File: src/hw/rtl/points_to_constraint_step_macros.svh
// ---------------------------------------------------------------------------
// points_to_constraint_step_macros.svh
// Assertion macros for the points-to constraint step block.
// ---------------------------------------------------------------------------
`ifndef POINTS_TO_CONSTRAINT_STEP_MACROS_SVH
`define POINTS_TO_CONSTRAINT_STEP_MACROS_SVH

`ifndef SYNTHESIS

// same-cycle implication, off while reset is held
`define PTCS_ASSERT_IMPLIES(label, clk, rstn, cond, expr) \
    label: assert property (@(posedge clk) disable iff (!(rstn)) (cond) |-> (expr)) \
        else $error("assertion failed");

// next-cycle implication, off while reset is held
`define PTCS_ASSERT_NEXT(label, clk, rstn, cond, expr) \
    label: assert property (@(posedge clk) disable iff (!(rstn)) (cond) |=> (expr)) \
        else $error("assertion failed");

`else

`define PTCS_ASSERT_IMPLIES(label, clk, rstn, cond, expr)
`define PTCS_ASSERT_NEXT(label, clk, rstn, cond, expr)

`endif

`endif

File: src/hw/rtl/ptcs_pkg.sv
// ---------------------------------------------------------------------------
// ptcs_pkg
// Shared constants, types and helpers of the points-to constraint step block.
// ---------------------------------------------------------------------------
package ptcs_pkg;

    localparam int unsigned NUM_VARS = 64;
    localparam int unsigned VAR_W    = 6;
    localparam int unsigned ROW_W    = 64;
    localparam int unsigned IDX_W    = $clog2(NUM_VARS);

    localparam logic [IDX_W-1:0] LAST_IDX = IDX_W'(NUM_VARS - 1);
    localparam logic [ROW_W-1:0] ROW_MASK = {ROW_W{1'b1}} >> (ROW_W - NUM_VARS);

    typedef enum logic [2:0] {
        KIND_COPY       = 3'd0,
        KIND_ADDR_OF    = 3'd1,
        KIND_LOAD       = 3'd2,
        KIND_STORE      = 3'd3,
        KIND_STORE_ADDR = 3'd4,
        KIND_LOAD_STORE = 3'd5,
        KIND_NOP        = 3'd6,
        KIND_QUERY      = 3'd7
    } ptcs_kind_t;

    typedef enum logic [3:0] {
        ST_IDLE,
        ST_RD_S,
        ST_RD_D,
        ST_DISPATCH,
        ST_GATHER,
        ST_GATHER_LAST,
        ST_SC_RD,
        ST_SC_WR,
        ST_FIN_RD,
        ST_FIN_CAP,
        ST_DONE
    } ptcs_state_t;

    typedef struct packed {
        logic [IDX_W-1:0] raddr;
        logic             we;
        logic [IDX_W-1:0] waddr;
        logic [ROW_W-1:0] wdata;
    } ptcs_mem_req_t;

    typedef struct packed {
        logic             valid;
        logic             changed;
        logic [ROW_W-1:0] row;
    } ptcs_res_t;

    function automatic logic in_range(input logic [VAR_W-1:0] v);
        return {1'b0, v} < (VAR_W + 1)'(NUM_VARS);
    endfunction

endpackage

File: src/hw/rtl/ptcs_seq.sv
// ---------------------------------------------------------------------------
// ptcs_seq
// Constraint sequencer: reads the source and destination rows, gathers the
// row-set union for load kinds, then read-modify-writes each target in turn.
// ---------------------------------------------------------------------------
module ptcs_seq
    import ptcs_pkg::*;
(
    input  logic              aclk,
    input  logic              aresetn,
    input  logic              in_valid,
    output logic              in_ready,
    input  ptcs_kind_t        in_kind,
    input  logic [VAR_W-1:0]  in_dest,
    input  logic [VAR_W-1:0]  in_src,
    input  logic              out_free,
    output ptcs_mem_req_t     mem_req,
    input  logic [ROW_W-1:0]  rd_data,
    output ptcs_res_t         res
);

    ptcs_state_t state_reg, state_next;

    ptcs_kind_t       kind_reg;
    logic [VAR_W-1:0] d_reg;
    logic [VAR_W-1:0] s_reg;
    logic             d_ok_reg;
    logic [ROW_W-1:0] psrc_reg;
    logic [ROW_W-1:0] tgt_reg;
    logic [ROW_W-1:0] val_reg;
    logic [IDX_W-1:0] idx_reg;
    logic [IDX_W-1:0] gprev_reg;
    logic             gpend_reg;
    logic             changed_reg;
    logic [ROW_W-1:0] row_reg;

    logic [IDX_W-1:0] idx_inc;
    logic [ROW_W-1:0] merged;
    logic             is_gather;
    logic             is_scatter_set;

    assign idx_inc        = (idx_reg == LAST_IDX) ? '0 : idx_reg + 1'b1;
    assign merged         = (rd_data | val_reg) & ROW_MASK;
    assign is_gather      = (kind_reg == KIND_LOAD) || (kind_reg == KIND_LOAD_STORE);
    assign is_scatter_set = (kind_reg == KIND_STORE) || (kind_reg == KIND_STORE_ADDR)
                         || (kind_reg == KIND_LOAD_STORE);

    always_ff @(posedge aclk) begin
        if (!aresetn) begin
            state_reg <= ST_IDLE;
        end else begin
            state_reg <= state_next;
        end
    end

    // next state
    always_comb begin
        state_next = state_reg;
        unique case (state_reg)
            ST_IDLE: begin
                if (in_valid) begin
                    state_next = (in_kind != KIND_NOP && in_kind != KIND_QUERY
                                  && in_range(in_dest) && in_range(in_src))
                                 ? ST_RD_S : ST_FIN_RD;
                end
            end
            ST_RD_S:        state_next = ST_RD_D;
            ST_RD_D:        state_next = ST_DISPATCH;
            ST_DISPATCH:    state_next = is_gather ? ST_GATHER : ST_SC_RD;
            ST_GATHER:      state_next = (idx_reg == LAST_IDX) ? ST_GATHER_LAST : ST_GATHER;
            ST_GATHER_LAST: state_next = ST_SC_RD;
            ST_SC_RD: begin
                if (tgt_reg[idx_reg]) begin
                    state_next = ST_SC_WR;
                end else if (idx_reg == LAST_IDX) begin
                    state_next = ST_FIN_RD;
                end
            end
            ST_SC_WR:       state_next = (idx_reg == LAST_IDX) ? ST_FIN_RD : ST_SC_RD;
            ST_FIN_RD:      state_next = ST_FIN_CAP;
            ST_FIN_CAP:     state_next = ST_DONE;
            ST_DONE:        state_next = out_free ? ST_IDLE : ST_DONE;
            default:        state_next = ST_IDLE;
        endcase
    end

    // outputs
    always_comb begin
        in_ready      = 1'b0;
        mem_req.raddr = idx_reg;
        mem_req.we    = 1'b0;
        mem_req.waddr = idx_reg;
        mem_req.wdata = merged;
        res.valid     = 1'b0;
        res.changed   = changed_reg;
        res.row       = row_reg;
        unique case (state_reg)
            ST_IDLE:   in_ready      = aresetn;
            ST_RD_S:   mem_req.raddr = s_reg[IDX_W-1:0];
            ST_RD_D:   mem_req.raddr = d_reg[IDX_W-1:0];
            ST_SC_WR:  mem_req.we    = 1'b1;
            ST_FIN_RD: mem_req.raddr = d_reg[IDX_W-1:0];
            ST_DONE:   res.valid     = 1'b1;
            default: begin
            end
        endcase
    end

    // datapath
    always_ff @(posedge aclk) begin
        if (!aresetn) begin
            changed_reg <= 1'b0;
            gpend_reg   <= 1'b0;
        end else begin
            unique case (state_reg)
                ST_IDLE: begin
                    if (in_valid) begin
                        kind_reg    <= in_kind;
                        d_reg       <= in_dest;
                        s_reg       <= in_src;
                        d_ok_reg    <= in_range(in_dest);
                        changed_reg <= 1'b0;
                    end
                end
                ST_RD_D: psrc_reg <= rd_data;
                ST_DISPATCH: begin
                    // rd_data holds the destination row here
                    tgt_reg   <= is_scatter_set ? rd_data : (ROW_W'(1) << d_reg);
                    idx_reg   <= '0;
                    gpend_reg <= 1'b0;
                    if (is_gather) begin
                        val_reg <= '0;
                    end else if (kind_reg == KIND_ADDR_OF || kind_reg == KIND_STORE_ADDR) begin
                        val_reg <= (ROW_W'(1) << s_reg) & ROW_MASK;
                    end else begin
                        val_reg <= psrc_reg;
                    end
                end
                ST_GATHER: begin
                    if (gpend_reg && psrc_reg[gprev_reg]) begin
                        val_reg <= val_reg | rd_data;
                    end
                    gprev_reg <= idx_reg;
                    gpend_reg <= 1'b1;
                    idx_reg   <= idx_inc;
                end
                ST_GATHER_LAST: begin
                    if (psrc_reg[gprev_reg]) begin
                        val_reg <= val_reg | rd_data;
                    end
                    gpend_reg <= 1'b0;
                end
                ST_SC_RD: begin
                    if (!tgt_reg[idx_reg]) begin
                        idx_reg <= idx_inc;
                    end
                end
                ST_SC_WR: begin
                    if (merged != rd_data) begin
                        changed_reg <= 1'b1;
                    end
                    idx_reg <= idx_inc;
                end
                ST_FIN_CAP: row_reg <= d_ok_reg ? (rd_data & ROW_MASK) : '0;
                default: begin
                end
            endcase
        end
    end

endmodule

File: config.mk
export PLATFORM = sky130hd
export DESIGN_NAME = ptcs_seq
export DESIGN_NICKNAME = d
export VERILOG_FILES = /design/src/hw/rtl/points_to_constraint_step_macros.svh /design/src/hw/rtl/ptcs_pkg.sv /design/src/hw/rtl/ptcs_seq.sv
export SDC_FILE = /design/constraint.sdc
export NUM_CORES = 1
export LEC_CHECK = 0
export BUFFER_PORTS_ARGS = -buffer_cell sky130_fd_sc_hd__buf_2
export CAP_MARGIN = 0
export CELL_PAD_IN_SITES_DETAIL_PLACEMENT = 0
export CELL_PAD_IN_SITES_GLOBAL_PLACEMENT = 2
export CORE_AREA = 2 2 184 186
export DETAILED_ROUTE_END_ITERATION = 6
export DIE_AREA = 0 0 186 188
export PLACE_DENSITY_LB_ADDON = 0.1
export SYNTH_ARGS = -nofsm -noshare
export SYNTH_HDL_FRONTEND = slang
export SYNTH_SLANG_ARGS = --single-unit
File: constraint.sdc
create_clock -name aclk -period 11.8 [get_ports aclk]
set_input_delay 0.59 -clock aclk [delete_from_list [all_inputs] [get_ports aclk]]
set_output_delay 0.59 -clock aclk [all_outputs]
set_load 0.02 [all_outputs]
* After elaboration in Yosys (flattened, before gate mapping)
Index checks and enable logic that the tools add are counted.
Storage, ports and cells: bits in registers 289, output and inout bits 144, word-level logic and storage cells 96, bits of input ports 83
Cells by class: order comparisons 2, eq/ne operators 25, shift operators 2, $add $sub $neg 1, reduce and logical (&&, ||, !) cells 23, multiplexer cells 30, bitwise logic cells 1
Operator list (number):
- two-way mux 64 bit | 5
- case mux 64 bit (3 select lines) | 1
- << shifter 1 x 6 -> 64 bit, first input constant | 2
- != test 64 bit | 1
- bitwise OR 64 bit | 1
- case mux 4 bit (11 select lines) | 1
- two-way mux 4 bit | 6
- case mux 6 bit (3 select lines) | 1
- equality test 4 x 3 -> 1 bit, second input constant | 4
- < comparator 6 x 7 -> 1 bit, second input constant | 2
- binary-select mux 1 bit (select 6 bit) | 2
- equality test 4 bit, second input constant | 3
- two-way mux 6 bit | 2
- case mux 6 bit (2 select lines) | 1
- != test 2 bit, second input constant | 5
- AND reduction 2 bit | 5
- != test 3 bit, second input constant | 3
- AND reduction 3 bit | 3
- equality test 4 x 2 -> 1 bit, second input constant | 2
- two-way mux 1 bit | 8
- adder 6 x 1 -> 6 bit, second input constant | 1
- equality test 3 x 2 -> 1 bit, second input constant | 2
- equality test 3 bit, second input constant | 2
- equality test 6 bit, second input constant | 1
- other kinds (11) | 20

* Logic depth before layout (Yosys ltp)
depth in word-level cells 5, depth in mapped cells 8, mapped depth without buffers 7

* Worst setup path after synthesis
No wires, ideal clock.
path kind reg-to-reg, from register state_reg[2], to register row_reg[0], enable pin, clock period less this slack 3.909 ns, required time 11.314 ns, library setup time 0.486 ns, arrival time 3.422 ns, stages on the path, launching flop included 5, buffers on the path 1, setup slack 7.891 ns, path through dfxtp_1 clkbuf_1 nor2_1 nand2_1 nor2_1
Between the ends: cells in the longest elaborated chain, start to end 2
RTL lines:
- start: declaration | RTL line ptcs_seq.sv:22 | ptcs_state_t state_reg, state_next;
- start signal: assignment | RTL line ptcs_seq.sv:52 | state_reg <= state_next;
- equality test 4 bit | RTL line ptcs_seq.sv:115 | unique case (state_reg)
- AND reduction 2 bit (no source line)
- end signal: assignment | RTL line ptcs_seq.sv:164 | ST_FIN_CAP: row_reg <= d_ok_reg ? (rd_data & ROW_MASK) : '0;
- end: declaration | RTL line ptcs_seq.sv:35 | logic [ROW_W-1:0] row_reg;
No other way between the ends. A chain may end at the register's enable or synchronous reset.

* Worst setup path in the final report
from register idx_reg[0], to register idx_reg[3], enable pin
Between the ends: cells in the longest elaborated chain, start to end 4
RTL lines:
- start: declaration | RTL line ptcs_seq.sv:31 | logic [IDX_W-1:0] idx_reg;
- start signal: assignment | RTL line ptcs_seq.sv:145 | idx_reg <= idx_inc;
- start signal: assignment | RTL line ptcs_seq.sv:155 | idx_reg <= idx_inc;
- start signal: assignment | RTL line ptcs_seq.sv:162 | idx_reg <= idx_inc;
- binary-select mux 1 bit (select 6 bit) | RTL line ptcs_seq.sv:154 | if (!tgt_reg[idx_reg]) begin
- two-way mux 1 bit (implied by the code) | RTL line ptcs_seq.sv:154
- != test 2 bit (no source line)
- AND reduction 3 bit (no source line)
No other way between the ends. The select of a mux whose other input is x is not followed.

==> results.sh <==
export IMPL_r2r_cells=6
export IMPL_area_delta_synth_final_pct=19.7
export IMPL_fin_tns_setup_ns=0
export IMPL_placed_cells=1685
export IMPL_powerDensity_nw_per_um2=182
export IMPL_netlist_instances=1058
export IMPL_cts_buffers_inserted=34
export IMPL_synth_area_um2=13400
export IMPL_multi_input_area_um2=4150
export IMPL_final_hold_violation_count=0
export IMPL_regArea_um2=8620
export IMPL_die_y_um=188
export IMPL_yosysUniqueCellTypes=52
export IMPL_clock_skew_ns=0.0234
export IMPL_finalPower_mw=2.91
export IMPL_async_reset_ff_share_pct=0
export IMPL_max_slew_margin_pct=32.6
export IMPL_gp_congestion=0.860
export IMPL_r2r_slack_ns=8.19
export IMPL_fmax_mhz=277
export IMPL_dp_hpwl_um=33300
export IMPL_hp_class="input pin to flop"
export IMPL_dieArea_um2=35000
export IMPL_synthTopCellsByArea="edfxtp_1 63%, a22oi_1 4.1%, o22ai_1 3.9%, inv_1 3.1%, mux4_2 3.0%"
export IMPL_crit_type="flop to flop"
export IMPL_post_route_util_pct=48.4
export IMPL_hold_path_startpoint="in_src[5]"
export IMPL_postCtsSetupRepairBufs=0
export IMPL_whs_ns=0.255
export IMPL_rr_startpoint="idx_reg[0]$_SDFFCE_PP0P_"
export IMPL_clkLatencyLatePin_ns=0.51
export IMPL_final_cells=1746
export IMPL_diodes=0
export IMPL_synth_top_cell_area_share_pct=63.5
export IMPL_antenna_left=0
export IMPL_clk_pin_slew_ns=0.06
export IMPL_hold_path_endpoint="s_reg[5]$_DFFE_PP_"
export IMPL_wire_per_inst_um=26.6
export IMPL_synth_ff_type="edfxtp_1"
export IMPL_cts_resized=0
export IMPL_setup_viol=0
export IMPL_grt_ovfl_total=0
export IMPL_period_share_pct=30.6
export IMPL_final_cell_mix="283 x edfxtp_1, 226 x buf_2, 110 x inv_1"
export IMPL_antenna_found_initial=1
export IMPL_synth_edf_count=283
export IMPL_drc=0
export IMPL_post_drt_via_cell_ratio=5.76
export IMPL_irDropWorstVdd_mv=0.120
export IMPL_worst_pin_slew_ns=1.01
export IMPL_end_kind="flop"
export IMPL_grtUsageTotal_pct=26.5
export IMPL_p_leak_nw=5.88
export IMPL_status="finished, final reports clean"
export IMPL_num_vias=10100
export IMPL_crit_path_max_fanout=21
export IMPL_start_util_pct=40.4
export IMPL_htree_levels=2
export IMPL_grt_max_degree=69
export IMPL_startpoint_type="flop"
export IMPL_hold_buffers=0
export IMPL_coreArea_um2=33100
export IMPL_synth_seq_cells=289
export IMPL_io_pins=227
export IMPL_hold_depth=1
export IMPL_ys_seq_area_share_pct=64.4
export IMPL_fin_nets=1357
export IMPL_tritoncts="done"
export IMPL_drive_above_1_share_pct=25.2
export IMPL_grt_pass1_wl_um=66400
export IMPL_n_fill_cell=3086
export IMPL_arrival_ns=3.73
export IMPL_drt_wl_total_um=46500
export IMPL_crit_required_ns=11.92
export IMPL_cap_violations=0
export IMPL_fp_dieW_um=186
export IMPL_syn_avg_cell_area_um2=12.7
export IMPL_rsz0062_at_grt="false"
export IMPL_drv_slew=0
export IMPL_regToRegEndpoint="idx_reg[3]$_SDFFCE_PP0P_"
export IMPL_numClockSinks=289
export IMPL_final_common_cell="edfxtp_1"
export IMPL_clock_root_buffer="clkbuf_16"
export IMPL_synth_warnings=0
export IMPL_io_buffers=226
export IMPL_grt_pass1_vias=9837
export IMPL_drt_first_iter_violations=985
export IMPL_yosys_area_top_type="edfxtp_1"
export IMPL_first_pass_iters=7
export IMPL_min_period_ns=3.61
export IMPL_rows=67
export IMPL_clockBufferDepth=3
export IMPL_synth_nets=1142
## per-stage QoR
stage               area [um2]  worst slack (ns)
detailed placement       15000              8.15
finish                   16000              8.19
global placement         15000              8.24
global route             16000              7.93
floorplan                13400              7.89
CTS                      16000              8.14
## Yosys cell counts, drive strengths merged (13+ instances only)
master  instances
a22o           44
a22oi          74
nand2          56
o21ai          28
nor2b          13
inv           110
mux2i          17
nor3           18
nor2          104
clkbuf         51
mux4           26
nand2b         34
edfxtp        283
o22ai          83
## area by class of cell
type | instances | area share [%]
clock buffers | 42 | 5.63
well taps | 448 | 3.50
clock inverters | 19 | 0.882
multi-input cells | 597 | 25.9
inverters | 110 | 2.58
repair buffers | 241 | 7.76
flip-flops and latches | 289 | 53.8
## critical path: stages, from the launching register on
cell	delay [ns]
edfxtp_1	0.91
mux4_1	0.64
mux2_2	0.28
or3_1	0.32
nand4_1	0.21
o21ai_2	0.09
a2111oi_2	0.77
## power breakdown
| group | internal (mW) | switching, mW | total [mW] | leakage [nW] |
|---|---|---|---|---|
| sequential | 1.24 | 0.0745 | 1.32 | 2.63 |
| clock | 0.587 | 0.421 | 1.01 | 0.504 |
| combinational | 0.201 | 0.390 | 0.591 | 2.75 |
## worst max path at each step
stage | start | endpoint | depth (start not counted)
2_1_floorplan | state_reg[2]$_SDFFE_PN0P_ | row_reg[0]$_DFFE_PP_ | 4
3_3_place_gp | idx_reg[0]$_SDFFCE_PP0P_ | idx_reg[3]$_SDFFCE_PP0P_ | 6
3_5_place_dp | idx_reg[0]$_SDFFCE_PP0P_ | idx_reg[3]$_SDFFCE_PP0P_ | 6
4_1_cts | idx_reg[0]$_SDFFCE_PP0P_ | idx_reg[3]$_SDFFCE_PP0P_ | 6
5_1_grt | idx_reg[0]$_SDFFCE_PP0P_ | idx_reg[3]$_SDFFCE_PP0P_ | 6
6_report | idx_reg[0]$_SDFFCE_PP0P_ | idx_reg[3]$_SDFFCE_PP0P_ | 6
## layer usage
| metal | up-vias | GRT usage (%) | routed length [um] |
|---|---|---|---|
| li1 | 4475 | - | - |
| met1 | 5008 | 37.3 | 19800 |
| met2 | 486 | 42.1 | 22000 |
| met3 | 92 | 4.78 | 3240 |
| met4 | 2 | 7.51 | 1360 |
| met5 | - | 0 | 10 |
## logic make-up (layout without fill, tap and decap cells)
| family | Yosys count | after routing | synth area share [%] |
|---|---|---|---|
| AOI/OAI and AO/OA | 266 | 266 | 14.1 |
| buffers and inverters | 172 | 412 | 4.95 |
| muxes | 46 | 46 | 6.12 |
| adders and majority gates | 1 | 1 | 0.0934 |
| and+or+nand+nor | 279 | 279 | 10.0 |
| DFF | 289 | 289 | 64.4 |
| xor gates and xnor gates | 5 | 5 | 0.327 |
(Power assumes the default switching activity.)
